File: src/rtl/lpmd_pkg.sv
package lpmd_pkg;

    // Role of one received byte, as reported on the result channel
    typedef enum logic [2:0] {
        ROLE_HEADER   = 3'd0,
        ROLE_LEN_LO   = 3'd1,
        ROLE_LEN_HI   = 3'd2,
        ROLE_PAYLOAD  = 3'd3,
        ROLE_REJECTED = 3'd4
    } role_t;

    // Deframer phase, one-hot
    typedef enum logic [3:0] {
        PH_HEADER  = 4'b0001,
        PH_LEN_LO  = 4'b0010,
        PH_LEN_HI  = 4'b0100,
        PH_PAYLOAD = 4'b1000
    } phase_t;

    localparam int unsigned BYTE_W = 8;
    localparam int unsigned LEN_W  = 16;

    // One result item
    typedef struct packed {
        role_t              role;
        logic [BYTE_W-1:0]  header_value;
        logic [LEN_W-1:0]   message_length;
        logic [BYTE_W-1:0]  payload_byte;
        logic [LEN_W-1:0]   payload_index;
        logic               message_done;
    } result_t;

endpackage

File: src/rtl/lpmd_core.sv
module lpmd_core (
    input  logic                        aclk,
    input  logic                        aresetn,
    input  logic                        enable,
    input  logic                        accept,
    input  logic [lpmd_pkg::BYTE_W-1:0] data_byte,
    output lpmd_pkg::result_t           result
);

    lpmd_pkg::phase_t             phase_reg,  phase_next;
    logic [lpmd_pkg::BYTE_W-1:0]  header_reg, header_next;
    logic [lpmd_pkg::LEN_W-1:0]   length_reg, length_next;
    logic [lpmd_pkg::LEN_W-1:0]   count_reg,  count_next;
    logic [lpmd_pkg::LEN_W-1:0]   count_inc;
    logic [lpmd_pkg::LEN_W-1:0]   length_full;

    assign count_inc   = count_reg + lpmd_pkg::LEN_W'(1);
    assign length_full = {data_byte, length_reg[lpmd_pkg::BYTE_W-1:0]};

    // Result and next state for the byte on the input
    always_comb begin
        phase_next  = phase_reg;
        header_next = header_reg;
        length_next = length_reg;
        count_next  = count_reg;

        result.role           = lpmd_pkg::ROLE_REJECTED;
        result.header_value   = header_reg;
        result.message_length = length_reg;
        result.payload_byte   = '0;
        result.payload_index  = '0;
        result.message_done   = 1'b0;

        if (enable) begin
            unique case (phase_reg)
                lpmd_pkg::PH_HEADER: begin
                    result.role           = lpmd_pkg::ROLE_HEADER;
                    result.header_value   = data_byte;
                    result.message_length = '0;
                    header_next = data_byte;
                    length_next = '0;
                    count_next  = '0;
                    phase_next  = lpmd_pkg::PH_LEN_LO;
                end
                lpmd_pkg::PH_LEN_LO: begin
                    result.role           = lpmd_pkg::ROLE_LEN_LO;
                    result.message_length = '0;
                    length_next = {{(lpmd_pkg::LEN_W-lpmd_pkg::BYTE_W){1'b0}}, data_byte};
                    phase_next  = lpmd_pkg::PH_LEN_HI;
                end
                lpmd_pkg::PH_LEN_HI: begin
                    result.role           = lpmd_pkg::ROLE_LEN_HI;
                    result.message_length = length_full;
                    length_next = length_full;
                    count_next  = '0;
                    // zero length: the message ends here
                    if (length_full == '0) begin
                        result.message_done = 1'b1;
                        phase_next = lpmd_pkg::PH_HEADER;
                    end else begin
                        phase_next = lpmd_pkg::PH_PAYLOAD;
                    end
                end
                lpmd_pkg::PH_PAYLOAD: begin
                    result.role          = lpmd_pkg::ROLE_PAYLOAD;
                    result.payload_byte  = data_byte;
                    result.payload_index = count_reg;
                    count_next = count_inc;
                    if (count_inc == length_reg) begin
                        result.message_done = 1'b1;
                        phase_next = lpmd_pkg::PH_HEADER;
                    end
                end
                default: begin
                    phase_next = lpmd_pkg::PH_HEADER;
                end
            endcase
        end
    end

    // State advances only on an accepted request
    always_ff @(posedge aclk) begin
        if (!aresetn) begin
            phase_reg  <= lpmd_pkg::PH_HEADER;
            header_reg <= '0;
            length_reg <= '0;
            count_reg  <= '0;
        end else if (accept) begin
            phase_reg  <= phase_next;
            header_reg <= header_next;
            length_reg <= length_next;
            count_reg  <= count_next;
        end
    end

endmodule

File: src/rtl/length_prefixed_message_deframer.sv
// Length-prefixed message deframer.
// Input stream (s_axis_*): one received byte per request. Messages are one
// header byte, a 16-bit little-endian length, then that many payload bytes.
// Output stream (m_axis_*): one result per input byte. tuser carries the
// byte's role, tlast marks the byte that completes a message, and tdata
// carries header, length, payload byte and payload index.
// Configuration: cfg_wr_en/cfg_wr_data write the enable bit; write it only
// while the block is idle. With enable low every byte is reported as
// rejected and the deframing state is kept.
// Each result is registered, in the output or skid register, on acceptance.
// Throughput: one byte per cycle while s_axis_tready is high; the update of
// phase/length/count is a single registered step, so bytes need no gap.
// Reset (aresetn low, synchronous): enable cleared, deframer waits for a
// header, output and skid registers empty.
// Stall: an output register plus a one-entry skid register decouple the
// sides; s_axis_tready drops only once both hold a pending result.
module length_prefixed_message_deframer (
    input  logic        aclk,
    input  logic        aresetn,
    // configuration
    input  logic        cfg_wr_en,
    input  logic        cfg_wr_data,   // enable
    // input stream
    input  logic        s_axis_tvalid,
    output logic        s_axis_tready,
    input  logic [7:0]  s_axis_tdata,  // [7:0] data_byte
    // result stream
    output logic        m_axis_tvalid,
    input  logic        m_axis_tready,
    // [7:0] header_value, [23:8] message_length, [31:24] payload_byte,
    // [47:32] payload_index
    output logic [47:0] m_axis_tdata,
    output logic [2:0]  m_axis_tuser,  // [2:0] role
    output logic        m_axis_tlast   // message_done
);

    logic              enable_reg;
    logic              s_acc, m_acc;
    lpmd_pkg::result_t new_result;
    lpmd_pkg::result_t out_reg, skid_reg;
    logic              out_valid_reg, skid_valid_reg;

    assign s_axis_tready = !skid_valid_reg;
    assign s_acc         = s_axis_tvalid && s_axis_tready;
    assign m_acc         = out_valid_reg && m_axis_tready;

    // Enable register
    always_ff @(posedge aclk) begin
        if (!aresetn) begin
            enable_reg <= 1'b0;
        end else if (cfg_wr_en) begin
            enable_reg <= cfg_wr_data;
        end
    end

    lpmd_core u_core (
        .aclk      (aclk),
        .aresetn   (aresetn),
        .enable    (enable_reg),
        .accept    (s_acc),
        .data_byte (s_axis_tdata),
        .result    (new_result)
    );

    // Output register with one-entry skid
    always_ff @(posedge aclk) begin
        if (!aresetn) begin
            out_valid_reg  <= 1'b0;
            skid_valid_reg <= 1'b0;
        end else if (skid_valid_reg) begin
            if (m_acc) begin
                out_valid_reg  <= 1'b1;
                skid_valid_reg <= 1'b0;
            end
        end else if (!out_valid_reg || m_acc) begin
            out_valid_reg <= s_acc;
        end else if (s_acc) begin
            skid_valid_reg <= 1'b1;
        end
    end

    always_ff @(posedge aclk) begin
        if (skid_valid_reg) begin
            if (m_acc) begin
                out_reg <= skid_reg;
            end
        end else if (!out_valid_reg || m_acc) begin
            if (s_acc) begin
                out_reg <= new_result;
            end
        end else if (s_acc) begin
            skid_reg <= new_result;
        end
    end

    assign m_axis_tvalid = out_valid_reg;
    assign m_axis_tdata  = {out_reg.payload_index, out_reg.payload_byte,
                            out_reg.message_length, out_reg.header_value};
    assign m_axis_tuser  = out_reg.role;
    assign m_axis_tlast  = out_reg.message_done;

    // Skid entry only holds data behind a pending output
    a_skid_behind_out: assert property (@(posedge aclk) disable iff (!aresetn)
        skid_valid_reg |-> out_valid_reg)
        else $error("skid register full while output register empty");

    // Last payload byte carries index length-1
    a_done_index: assert property (@(posedge aclk) disable iff (!aresetn)
        (m_axis_tvalid && m_axis_tlast && m_axis_tuser == lpmd_pkg::ROLE_PAYLOAD)
        |-> (m_axis_tdata[47:32] + 16'd1 == m_axis_tdata[23:8]))
        else $error("message done on wrong payload index");

    // Only the length high byte or a payload byte can end a message
    a_done_role: assert property (@(posedge aclk) disable iff (!aresetn)
        (m_axis_tvalid && m_axis_tlast)
        |-> (m_axis_tuser == lpmd_pkg::ROLE_LEN_HI
             || m_axis_tuser == lpmd_pkg::ROLE_PAYLOAD))
        else $error("message done on a header or length low byte");

    // Zero-length done only when the length is really zero
    a_zero_len_done: assert property (@(posedge aclk) disable iff (!aresetn)
        (m_axis_tvalid && m_axis_tuser == lpmd_pkg::ROLE_LEN_HI)
        |-> (m_axis_tlast == (m_axis_tdata[23:8] == 16'd0)))
        else $error("length high byte done mark does not match length");

endmodule

File: config.mk
export PLATFORM = sky130hd
export DESIGN_NAME = length_prefixed_message_deframer
export DESIGN_NICKNAME = d
export VERILOG_FILES = /design/src/rtl/lpmd_pkg.sv /design/src/rtl/lpmd_core.sv /design/src/rtl/length_prefixed_message_deframer.sv
export SDC_FILE = /design/constraint.sdc
export NUM_CORES = 1
export LEC_CHECK = 0
export ABC_AREA = 1
export BUFFER_PORTS_ARGS = -buffer_cell sky130_fd_sc_hd__buf_2
export CAP_MARGIN = 10
export CORE_AREA = 2 2 112 114
export CTS_CLUSTER_SIZE = 28
export DETAILED_ROUTE_END_ITERATION = 7
export DIE_AREA = 0 0 114 116
export PLACE_DENSITY = 0.78
export REMOVE_ABC_BUFFERS = 1
export SLEW_MARGIN = 20
export SYNTH_ARGS = -nofsm -noshare
export SYNTH_HDL_FRONTEND = slang
export SYNTH_SLANG_ARGS = --single-unit
File: constraint.sdc
create_clock -name aclk -period 7.35 [get_ports aclk]
set_input_delay 1.47 -clock aclk [delete_from_list [all_inputs] [get_ports aclk]]
set_output_delay 1.47 -clock aclk [all_outputs]
set_load 0.05 [all_outputs]
### Word level (Yosys, flattened, before mapping)

Cells that the tools add are included.

* register bits: 151
* word-level logic and storage cells: 76

* equality and inequality tests: 7
* bitwise logic cells: 3
* reduce and logical (&&, ||, !) cells: 21
* add/sub/neg operators: 1
* mux-type cells: 24

Operators by type and width (number)
* 52-bit two-way mux: 5
* 16-bit case mux with 2 select lines: 2
* 16-bit case mux with 3 select lines: 1
* 24-bit two-way mux: 1
* 16-bit by 1-bit adder with 16-bit output, second input constant: 1
* 16-bit equality test: 1
* 16-bit logical NOT: 1
* 4-bit case mux with 4 select lines: 1
* 3-bit AND reduction: 5
* 3-bit case mux with 4 select lines: 1
* 1-bit two-way mux: 9
* 4-bit two-way mux: 2
* 8-bit two-way mux: 1
* 2-bit nonzero test: 4
* 4-bit by 1-bit equality test with 1-bit output, second input constant: 1
* 4-bit by 2-bit equality test with 1-bit output, second input constant: 1
* 4-bit by 3-bit equality test with 1-bit output, second input constant: 1
* 4-bit equality test, second input constant: 1
* 2-bit AND reduction: 2
* 4-bit AND reduction: 1
* 2-bit OR reduction: 2
* 1-bit NOT: 3
* 3-bit nonzero test: 1
* 1-bit logical AND: 2
* 5 further kinds: 6

### Logic depth before layout (Yosys ltp)

Gate-level depths: netlist of run 1.

* depth after elaboration: 8
* depth in mapped cells: 17
* depth with buffers taken out: 17

### By module

A second synthesis of run 1 with hierarchy kept.

* cells, all modules: 794
* area, all modules: 7005.5 um^2

By module, submodules not included
* length_prefixed_message_deframer: times used 1, sequential area each 3183.1 um^2, cells each 298, area an instance 3945.0 um^2
* lpmd_core: times used 1, sequential area each 880.8 um^2, cells each 496, area an instance 3060.4 um^2

### Least setup slack after synthesis of run 1

Ideal clock, no wire load.

* kind: input to register
* start: in s_axis_tvalid
* end: reg skid_reg[0] (netlist bit), enable pin
* slack: 1.754 ns
* data arrival time: 5.070 ns
* path buffers: 0
* data required time: 6.824 ns
* cell stages on the path: 2
* cells stage by stage: nand2_1 > nor3_1

* word-level cells in the longest chain between the ends: 2

Ends and longest elaborated chain
* start: declaration: line length_prefixed_message_deframer.sv:24 `input logic s_axis_tvalid,`
* 1-bit logical AND: line length_prefixed_message_deframer.sv:44 `assign s_acc = s_axis_tvalid && s_axis_tready;`
* 3-bit AND reduction (no line)
* end signal: assignment: line length_prefixed_message_deframer.sv:92 `skid_reg <= new_result;`
* end: declaration: line length_prefixed_message_deframer.sv:40 `lpmd_pkg::result_t out_reg, skid_reg;`

Every way passes these cells.
A chain may end at the register's enable or synchronous reset.

### Worst setup path in the final report of run 1

* start: in s_axis_tvalid
* end: reg u_core.count_reg[12] (netlist bit)

* word-level cells in the longest chain between the ends: 2

Ends and longest elaborated chain
* 1-bit logical AND: line length_prefixed_message_deframer.sv:44
* 3-bit AND reduction (no line)
* end signal: assignment: line lpmd_core.sv:92 `count_reg <= count_next;`
* end: declaration: line lpmd_core.sv:13 `logic [lpmd_pkg::LEN_W-1:0] count_reg, count_next;`

Every way passes these cells.

==> metrics.txt, run 1 <==
critical path's largest stage delay 0.85 ns; metal2 WL around 7800 um; clock sinks 151; Simple-Gate Fraction of Synth Area a little over a quarter; Cell Rows 40; routed vias ~5.6k; Worst Hold Class flip-flop to flip-flop; count of cells resized by post-cts repair 0; Netlist Area Pre-Place ~6900 um^2; PortBufs 67; power per standard cell area between 200 and 300 nW/um^2; Post-Route WL 16000 um; max frequency 261 MHz; Required @ worst endpoint 7.70 ns; P_leak 3.32 nW; Starting Density 58.1%; Hold Buf Count CTS 0; Final Hold Viols 0; max-cap viol count 0; Synth Area in XOR/XNOR 0.506%; wire length on met3 about 800 um; outcome finished clean; layout cell share with drive strength beyond 1 between 10 and 15%; Die Area 13200 um^2; nets approximately 880; dpl hpwl ~11000 um; CP arrival between 4 and 5 ns; clock-pin transition on the worst setup and hold timing paths around 0.060 ns; Fill cells around 1000; post-synthesis area per instance around 8.6 um^2; CTS tree yes; final setup margin approximately 3.5 ns; Clock Root Buffer clkbuf_16; crit-path cells buf_2 -> nand2_1 -> nor2_1 -> clkinv_1 -> nor2_2 -> nand3_1 -> a21oi_1; worst slew pin tran 0.842 ns; Max FO, Critical Path 18; CP endpoint kind flip-flop; fin crit period approximately 3.8 ns; largest net degree at the start of global routing 62; mux cell area share after synthesis 0%; Post-CTS Setup Bufs 0; via count of the first global-routing pass between 5k and 6k; Iteration-0 DRC Markers 471; period utilization 52.2%; Antenna Cells 0; DR pass1 iterations 5; Largest register FFs 52; Clock Latency Late Sink ~0.43 ns; uppermost layer routed met4; kind of critical path input port to flip-flop; fin area roughly 8000 um^2; die width about 110 um; Largest delay share family, worst path simple AND/OR/NAND/NOR gates; CP Buf/Inv Count 2; CORE AREA roughly 12000 um^2; sequential fraction of the synthesis area around 59%; residual DRC count 0; VDD IR-drop max ~0.00018 V; Yosys cell types 35; first-pass GRT wire length between 20000 and 30000 um; Area Growth Syn to Fin 15.4%; Synth Area in Adders less than 1%; gr ovfl total 0; io pins 68; Final Max Slew Viols 0; Max Root-Sink Buffers 2; RD Place Congestion a little over 0.9; GRT Total Usage between 20% and 30%; Num CTS Buffers 17; Place WS 3.17 ns; Max-slew headroom a little over two fifths; Chip Height about 120 um; Post-DRT Antenna Nets 0; Startpoint Class input port; Slowest-stage cell, CP nor2_2; YS warnings 0; htree depth 4; M1 WL between 6000 and 7000 um; TNS Setup 0 ns; placed inst area between 7000 and 8000 um^2; unrepaired setup endpoints after global routing no; post-synthesis register bit count approximately 150; final-report setup violation count 0; largest family of logic cells by synthesized area simple AND/OR/NAND/NOR gates; clk_skew 0.00636 ns; Vias/cell ~5.4; initial antenna violation count 0; WL per Instance roughly 16 um; Gate Count Post-Synth ~810; compound-cell area share of the yosys netlist approximately 7.4%
-- synth_stat cells --
cell | number | share of area (%)
buf_2 | 2 | 0.14
and3_1 | 2 | 0.18
nor3_2 | 1 | 0.14
o21ai_0 | 35 | 2.5
nor2_1 | 64 | 3.5
nand2_1 | 284 | 15
edfxtp_1 | 104 | 45
a31oi_1 | 1 | 0.090
or2_2 | 1 | 0.090
o21ai_2 | 1 | 0.13
buf_1 | 3 | 0.16
nand3_1 | 49 | 3.5
inv_1 | 80 | 4.3
xor2_1 | 3 | 0.38
nand4_1 | 13 | 1.2
ha_1 | 1 | 0.18
o21ai_1 | 2 | 0.14
clkbuf_4 | 1 | 0.11
o22ai_1 | 8 | 0.72
nor2_4 | 4 | 0.65
nand3_2 | 1 | 0.14
xnor2_1 | 1 | 0.13
clkbuf_1 | 22 | 1.2
clkinv_1 | 2 | 0.11
a211oi_1 | 5 | 0.54
nor3_1 | 5 | 0.36
nor3_4 | 1 | 0.23
a21oi_1 | 44 | 3.2
o211ai_1 | 1 | 0.11
nor4_1 | 2 | 0.18
nand2_4 | 2 | 0.33
nor2_2 | 8 | 0.72
inv_2 | 3 | 0.16
dfxtp_1 | 47 | 14
nand2_2 | 4 | 0.36
-- layer usage --
| metal | GRT usage [%] | vias up |
|---|---|---|
| li1 | - | 2770 |
| met2 | 43.6 | 182 |
| met3 | 5.23 | 35 |
| met1 | 34.0 | 2611 |
| met5 | 0 | - |
| met4 | 12.6 | 0 |
-- area by class of cell --
type,instances,area [um^2],share of cell area (%)
sequential,151,4070,50.9
clock inverter,13,178,2.22
multi-input combinational,543,2450,30.6
tap,147,184,2.30
clock buffer,19,433,5.41
timing repair buffer,71,365,4.57
inverter,85,319,3.99
-- power breakdown --
group	internal [W]	switching, W
sequential	0.000941	0.0000133
combinational	0.0000343	0.000149
clock	0.000565	0.000330
-- final timing paths --
check | startpoint | end | slack (ns) | cells past startpoint
setup / recovery | s_axis_tvalid | u_core.count_reg[12] | 3.51 | 7
hold / removal | u_core.count_reg[15] | u_core.count_reg[15] | 0.49 | 2
setup reg to reg | enable_reg | u_core.count_reg[12] | 3.80 | 6
hold reg to reg | u_core.count_reg[15] | u_core.count_reg[15] | 0.49 | 2
-- metrics by stage --
| step | instances | hold WS, ns | power [W] | utilization, % |
|---|---|---|---|---|
| after global routing | 1029 | 0.519 | 0.00210 | 67.1 |
| after global placement | 997 | 0.469 | 0.00115 | 61.9 |
| after floorplan | 779 | 0.454 | 0.00111 | - |
| final | 1029 | 0.487 | 0.00203 | 67.1 |
| after CTS | 1029 | 0.487 | 0.00204 | 67.1 |
| after detailed placement | 997 | 0.478 | 0.00115 | 61.9 |
-- cell usage in the layout (no fill, tap or decap), types with 4 or more instances in the layout --
cell | synthesis | layout
nand2_1 | 284 | 284
edfxtp_1 | 104 | 104
inv_1 | 80 | 80
buf_2 | 2 | 67
nor2_1 | 64 | 63
nand3_1 | 49 | 49
dfxtp_1 | 47 | 46
a21oi_1 | 44 | 44
o21ai_0 | 35 | 35
clkbuf_16 | 0 | 17
nand4_1 | 13 | 13
nor2_2 | 8 | 8
o22ai_1 | 8 | 8
nor2_4 | 4 | 5
a211oi_1 | 5 | 5
nand2_2 | 4 | 4
clkinv_1 | 2 | 4
bufinv_16 | 0 | 4
buf_4 | 0 | 4
-- cell families (layout without fill, tap and decap cells) --
| group | Yosys count | after routing |
|---|---|---|
| simple gates | 441 | 441 |
| flops | 151 | 151 |
| xor+xnor | 4 | 4 |
| fa+ha+maj | 1 | 1 |
| buf+inv | 113 | 188 |
| compound gates | 97 | 97 |
-- tightest hold or removal path: stages (launching register included) --
cell and delay (ns):
dfxtp_1 0.32, nand2_1 0.06, a21oi_1 0.05
No activity file was read; power rests on OpenSTA's default activity.
==> run 2, diff against run 1 <==
Settings changed: CORE_AREA 2 2 112 114 to 2 2 118 120, DIE_AREA 0 0 114 116 to 0 0 120 122, PLACE_DENSITY 0.78 to 0.74.
Clock period 7.35 ns to 3.5 ns, I/O delays scaled along.
==> run 2 against run 1 <==
- flip-flop and latch count stayed put
- via count shrank 2.3%
- critical path depth is 9 higher
==> metrics.txt, run 2 (same netlist as run 1, synthesis figures left out) <==
Required @ worst endpoint 3.81 ns (-3.89 ns); routed vias 5472 (-2.3%); reg2reg end u_core.phase_reg[1]; CTS tree yes; worst hold-check slack 0.491 ns (+0.00400 ns); residual DRC count 0 (unchanged); Clock Root Buffer clkbuf_16; Largest delay share family, worst path simple AND/OR/NAND/NOR gates; power per standard cell area 518 nW/um^2 (+100%); CORE AREA 13500 um^2 (+13%); Reg2Reg Launch Point u_core.count_reg[1]; R2R cell count 16 (+10); max-cap viol count 0 (unchanged); layout cell share with drive strength beyond 1 15.2% (+0.56 points); CP endpoint kind flip-flop; Area Growth Syn to Fin 16.2%; Vias/cell 5.12 (-5.9%); Worst Hold Class flip-flop to flip-flop; Sequential Area 4070 um^2 (about the same); clock-pin transition on the worst setup and hold timing paths 0.06 ns (about the same); Max-slew headroom 51.0% (+7.4 points); Place WS 1.08 ns (-2.09 ns); fin crit period 2.34 ns; hold depth 2 (unchanged); Antenna Cells 0 (unchanged); htree depth 4 (unchanged); die width 120 um (+5.3%); largest net degree at the start of global routing 61 (-1.6%); clock sinks 151 (unchanged); outcome finished clean; most common cell after layout, fill and taps aside nand2_1; Iteration-0 DRC Markers 572 (+21%); unrepaired setup endpoints after global routing no; count of cells resized by post-cts repair 0 (unchanged); hold_sp u_core.length_reg[11]; worst reg2reg setup slack 1.16 ns (-2.64 ns); Pwr Total 0.00417 W (+110%); first-pass GRT wire length 24600 um (-8.8%); Chip Height 122 um (+5.2%); nets 891 (+0.79%); Num CTS Buffers 17 (unchanged); most used cell, CP nand2_1; final setup margin 1.16 ns (-2.36 ns); Max FO, Critical Path 7 (-11); P_leak 3.34 nW (+0.68%); Hold Buf Count CTS 0 (unchanged); GRT Total Usage 21.5% (-4.9 points); DR pass1 iterations 6 (+1); TNS Setup 0 ns (unchanged); kind of critical path flip-flop to flip-flop; io pins 68 (unchanged); max frequency ~430 MHz; critical path's largest stage delay 0.44 ns (-0.41 ns); Slowest-stage cell, CP dfxtp_1; WL per Instance 14.2 um (-8.8%); Starting Density 51.3% (-6.9 points); Post-DRT Antenna Nets 0 (unchanged); PortBufs 67 (unchanged); crit-path cells ha_1 -> nand2_2 -> nor2_4 -> nand2_2 -> nor2_2 -> nand2_1 -> nand2_1 -> nand2_1 -> nand2_1 -> nand2_1 -> nor2_2 -> nand3_2 -> nand2_4 -> nand3_1 -> nand2_1 -> nor2_1; hold-critical path endpoint u_core.length_reg[11]; Largest register FFs 52 (unchanged); Post-CTS Setup Bufs 0 (unchanged); Final Hold Viols 0 (unchanged); Startpoint Class flip-flop; CP arrival 2.66 ns (-1.53 ns); period utilization 66.9%; Cell Rows 43 (+7.5%); RD Place Congestion 0.938 (+1.4%); VDD IR-drop max 0.000302 V (+72%); Die Area 14600 um^2 (+11%); fin area 8050 um^2 (+0.69%); Post-Route WL 15200 um (-5.3%); Fill cells 1155 (+16%); Multi-input gate area 2440 um^2 (-0.20%); worst slew pin tran 0.734 ns (-0.108 ns); clk_skew 0.0113 ns (+0.00496 ns); final-report setup violation count 0 (unchanged); CP Buf/Inv Count 0 (-2); Clock Latency Late Sink 0.43 ns (about the same); Max Root-Sink Buffers 2 (unchanged); placed inst area 7470 um^2 (+1.3%); initial antenna violation count 0 (unchanged); Final Max Slew Viols 0 (unchanged); dpl hpwl 10300 um (-5.9%); most frequent cells in the layout 284 x nand2_1, 104 x edfxtp_1, 80 x inv_1; gr ovfl total 0 (unchanged); via count of the first global-routing pass 4901 (-11%)
-- run 2: power breakdown --
group	switching (W)	internal [W]	leakage, nW	total (W)
logic	0.000316	0.0000764	1.63	0.000393
clock network	0.000683	0.00110	0.276	0.00178
registers	0.0000196	0.00198	1.43	0.00200
total	0.00102	0.00315	3.34	0.00417
-- run 2: cell type report --
class | count | area share (%)
clock buffers | 24 | 5.98
clock inverters | 8 | 1.21
multi-input cells | 543 | 30.4
well taps | 180 | 2.80
flip-flops and latches | 151 | 50.5
repair buffers | 78 | 5.19
inverters | 85 | 3.96
-- run 2: worst min-delay path: cells and delay by family (launching register included) --
kind | cells | cell delay (ns)
flops | 1 | 0.32
simple gates | 1 | 0.06
compound gates | 1 | 0.05
-- run 2: how the worst max path moves through the flow --
| stage | from | endpoint | slack (ns) | cells past startpoint |
|---|---|---|---|---|
| floorplan | skid_valid_reg | skid_reg[0] | -2.70 | 3 |
| global placement | s_axis_tvalid | u_core.count_reg[0] | 1.09 | 11 |
| detailed placement | s_axis_tvalid | u_core.count_reg[6] | 1.08 | 9 |
| CTS | skid_valid_reg | s_axis_tready | 1.15 | 3 |
| global route | u_core.count_reg[1] | u_core.phase_reg[1] | 0.95 | 14 |
| finish | u_core.count_reg[1] | u_core.phase_reg[1] | 1.16 | 16 |
-- run 2: metrics by stage --
| step | utilization [%] | std cells |
|---|---|---|
| after floorplan | - | 779 |
| after global placement | 55.3 | 1037 |
| after detailed placement | 55.3 | 1037 |
| after CTS | 59.6 | 1069 |
| after global routing | 59.6 | 1069 |
| final | 59.6 | 1069 |
-- run 2: metal layers --
| layer | wire, um | global-route usage [%] | up-vias |
|---|---|---|---|
| li1 | - | - | 2796 |
| met1 | 6980 | 28.4 | 2512 |
| met2 | 7210 | 34.9 | 139 |
| met3 | 645 | 4.87 | 25 |
| met4 | 327 | 7.94 | 0 |
| met5 | 0 | 0 | - |
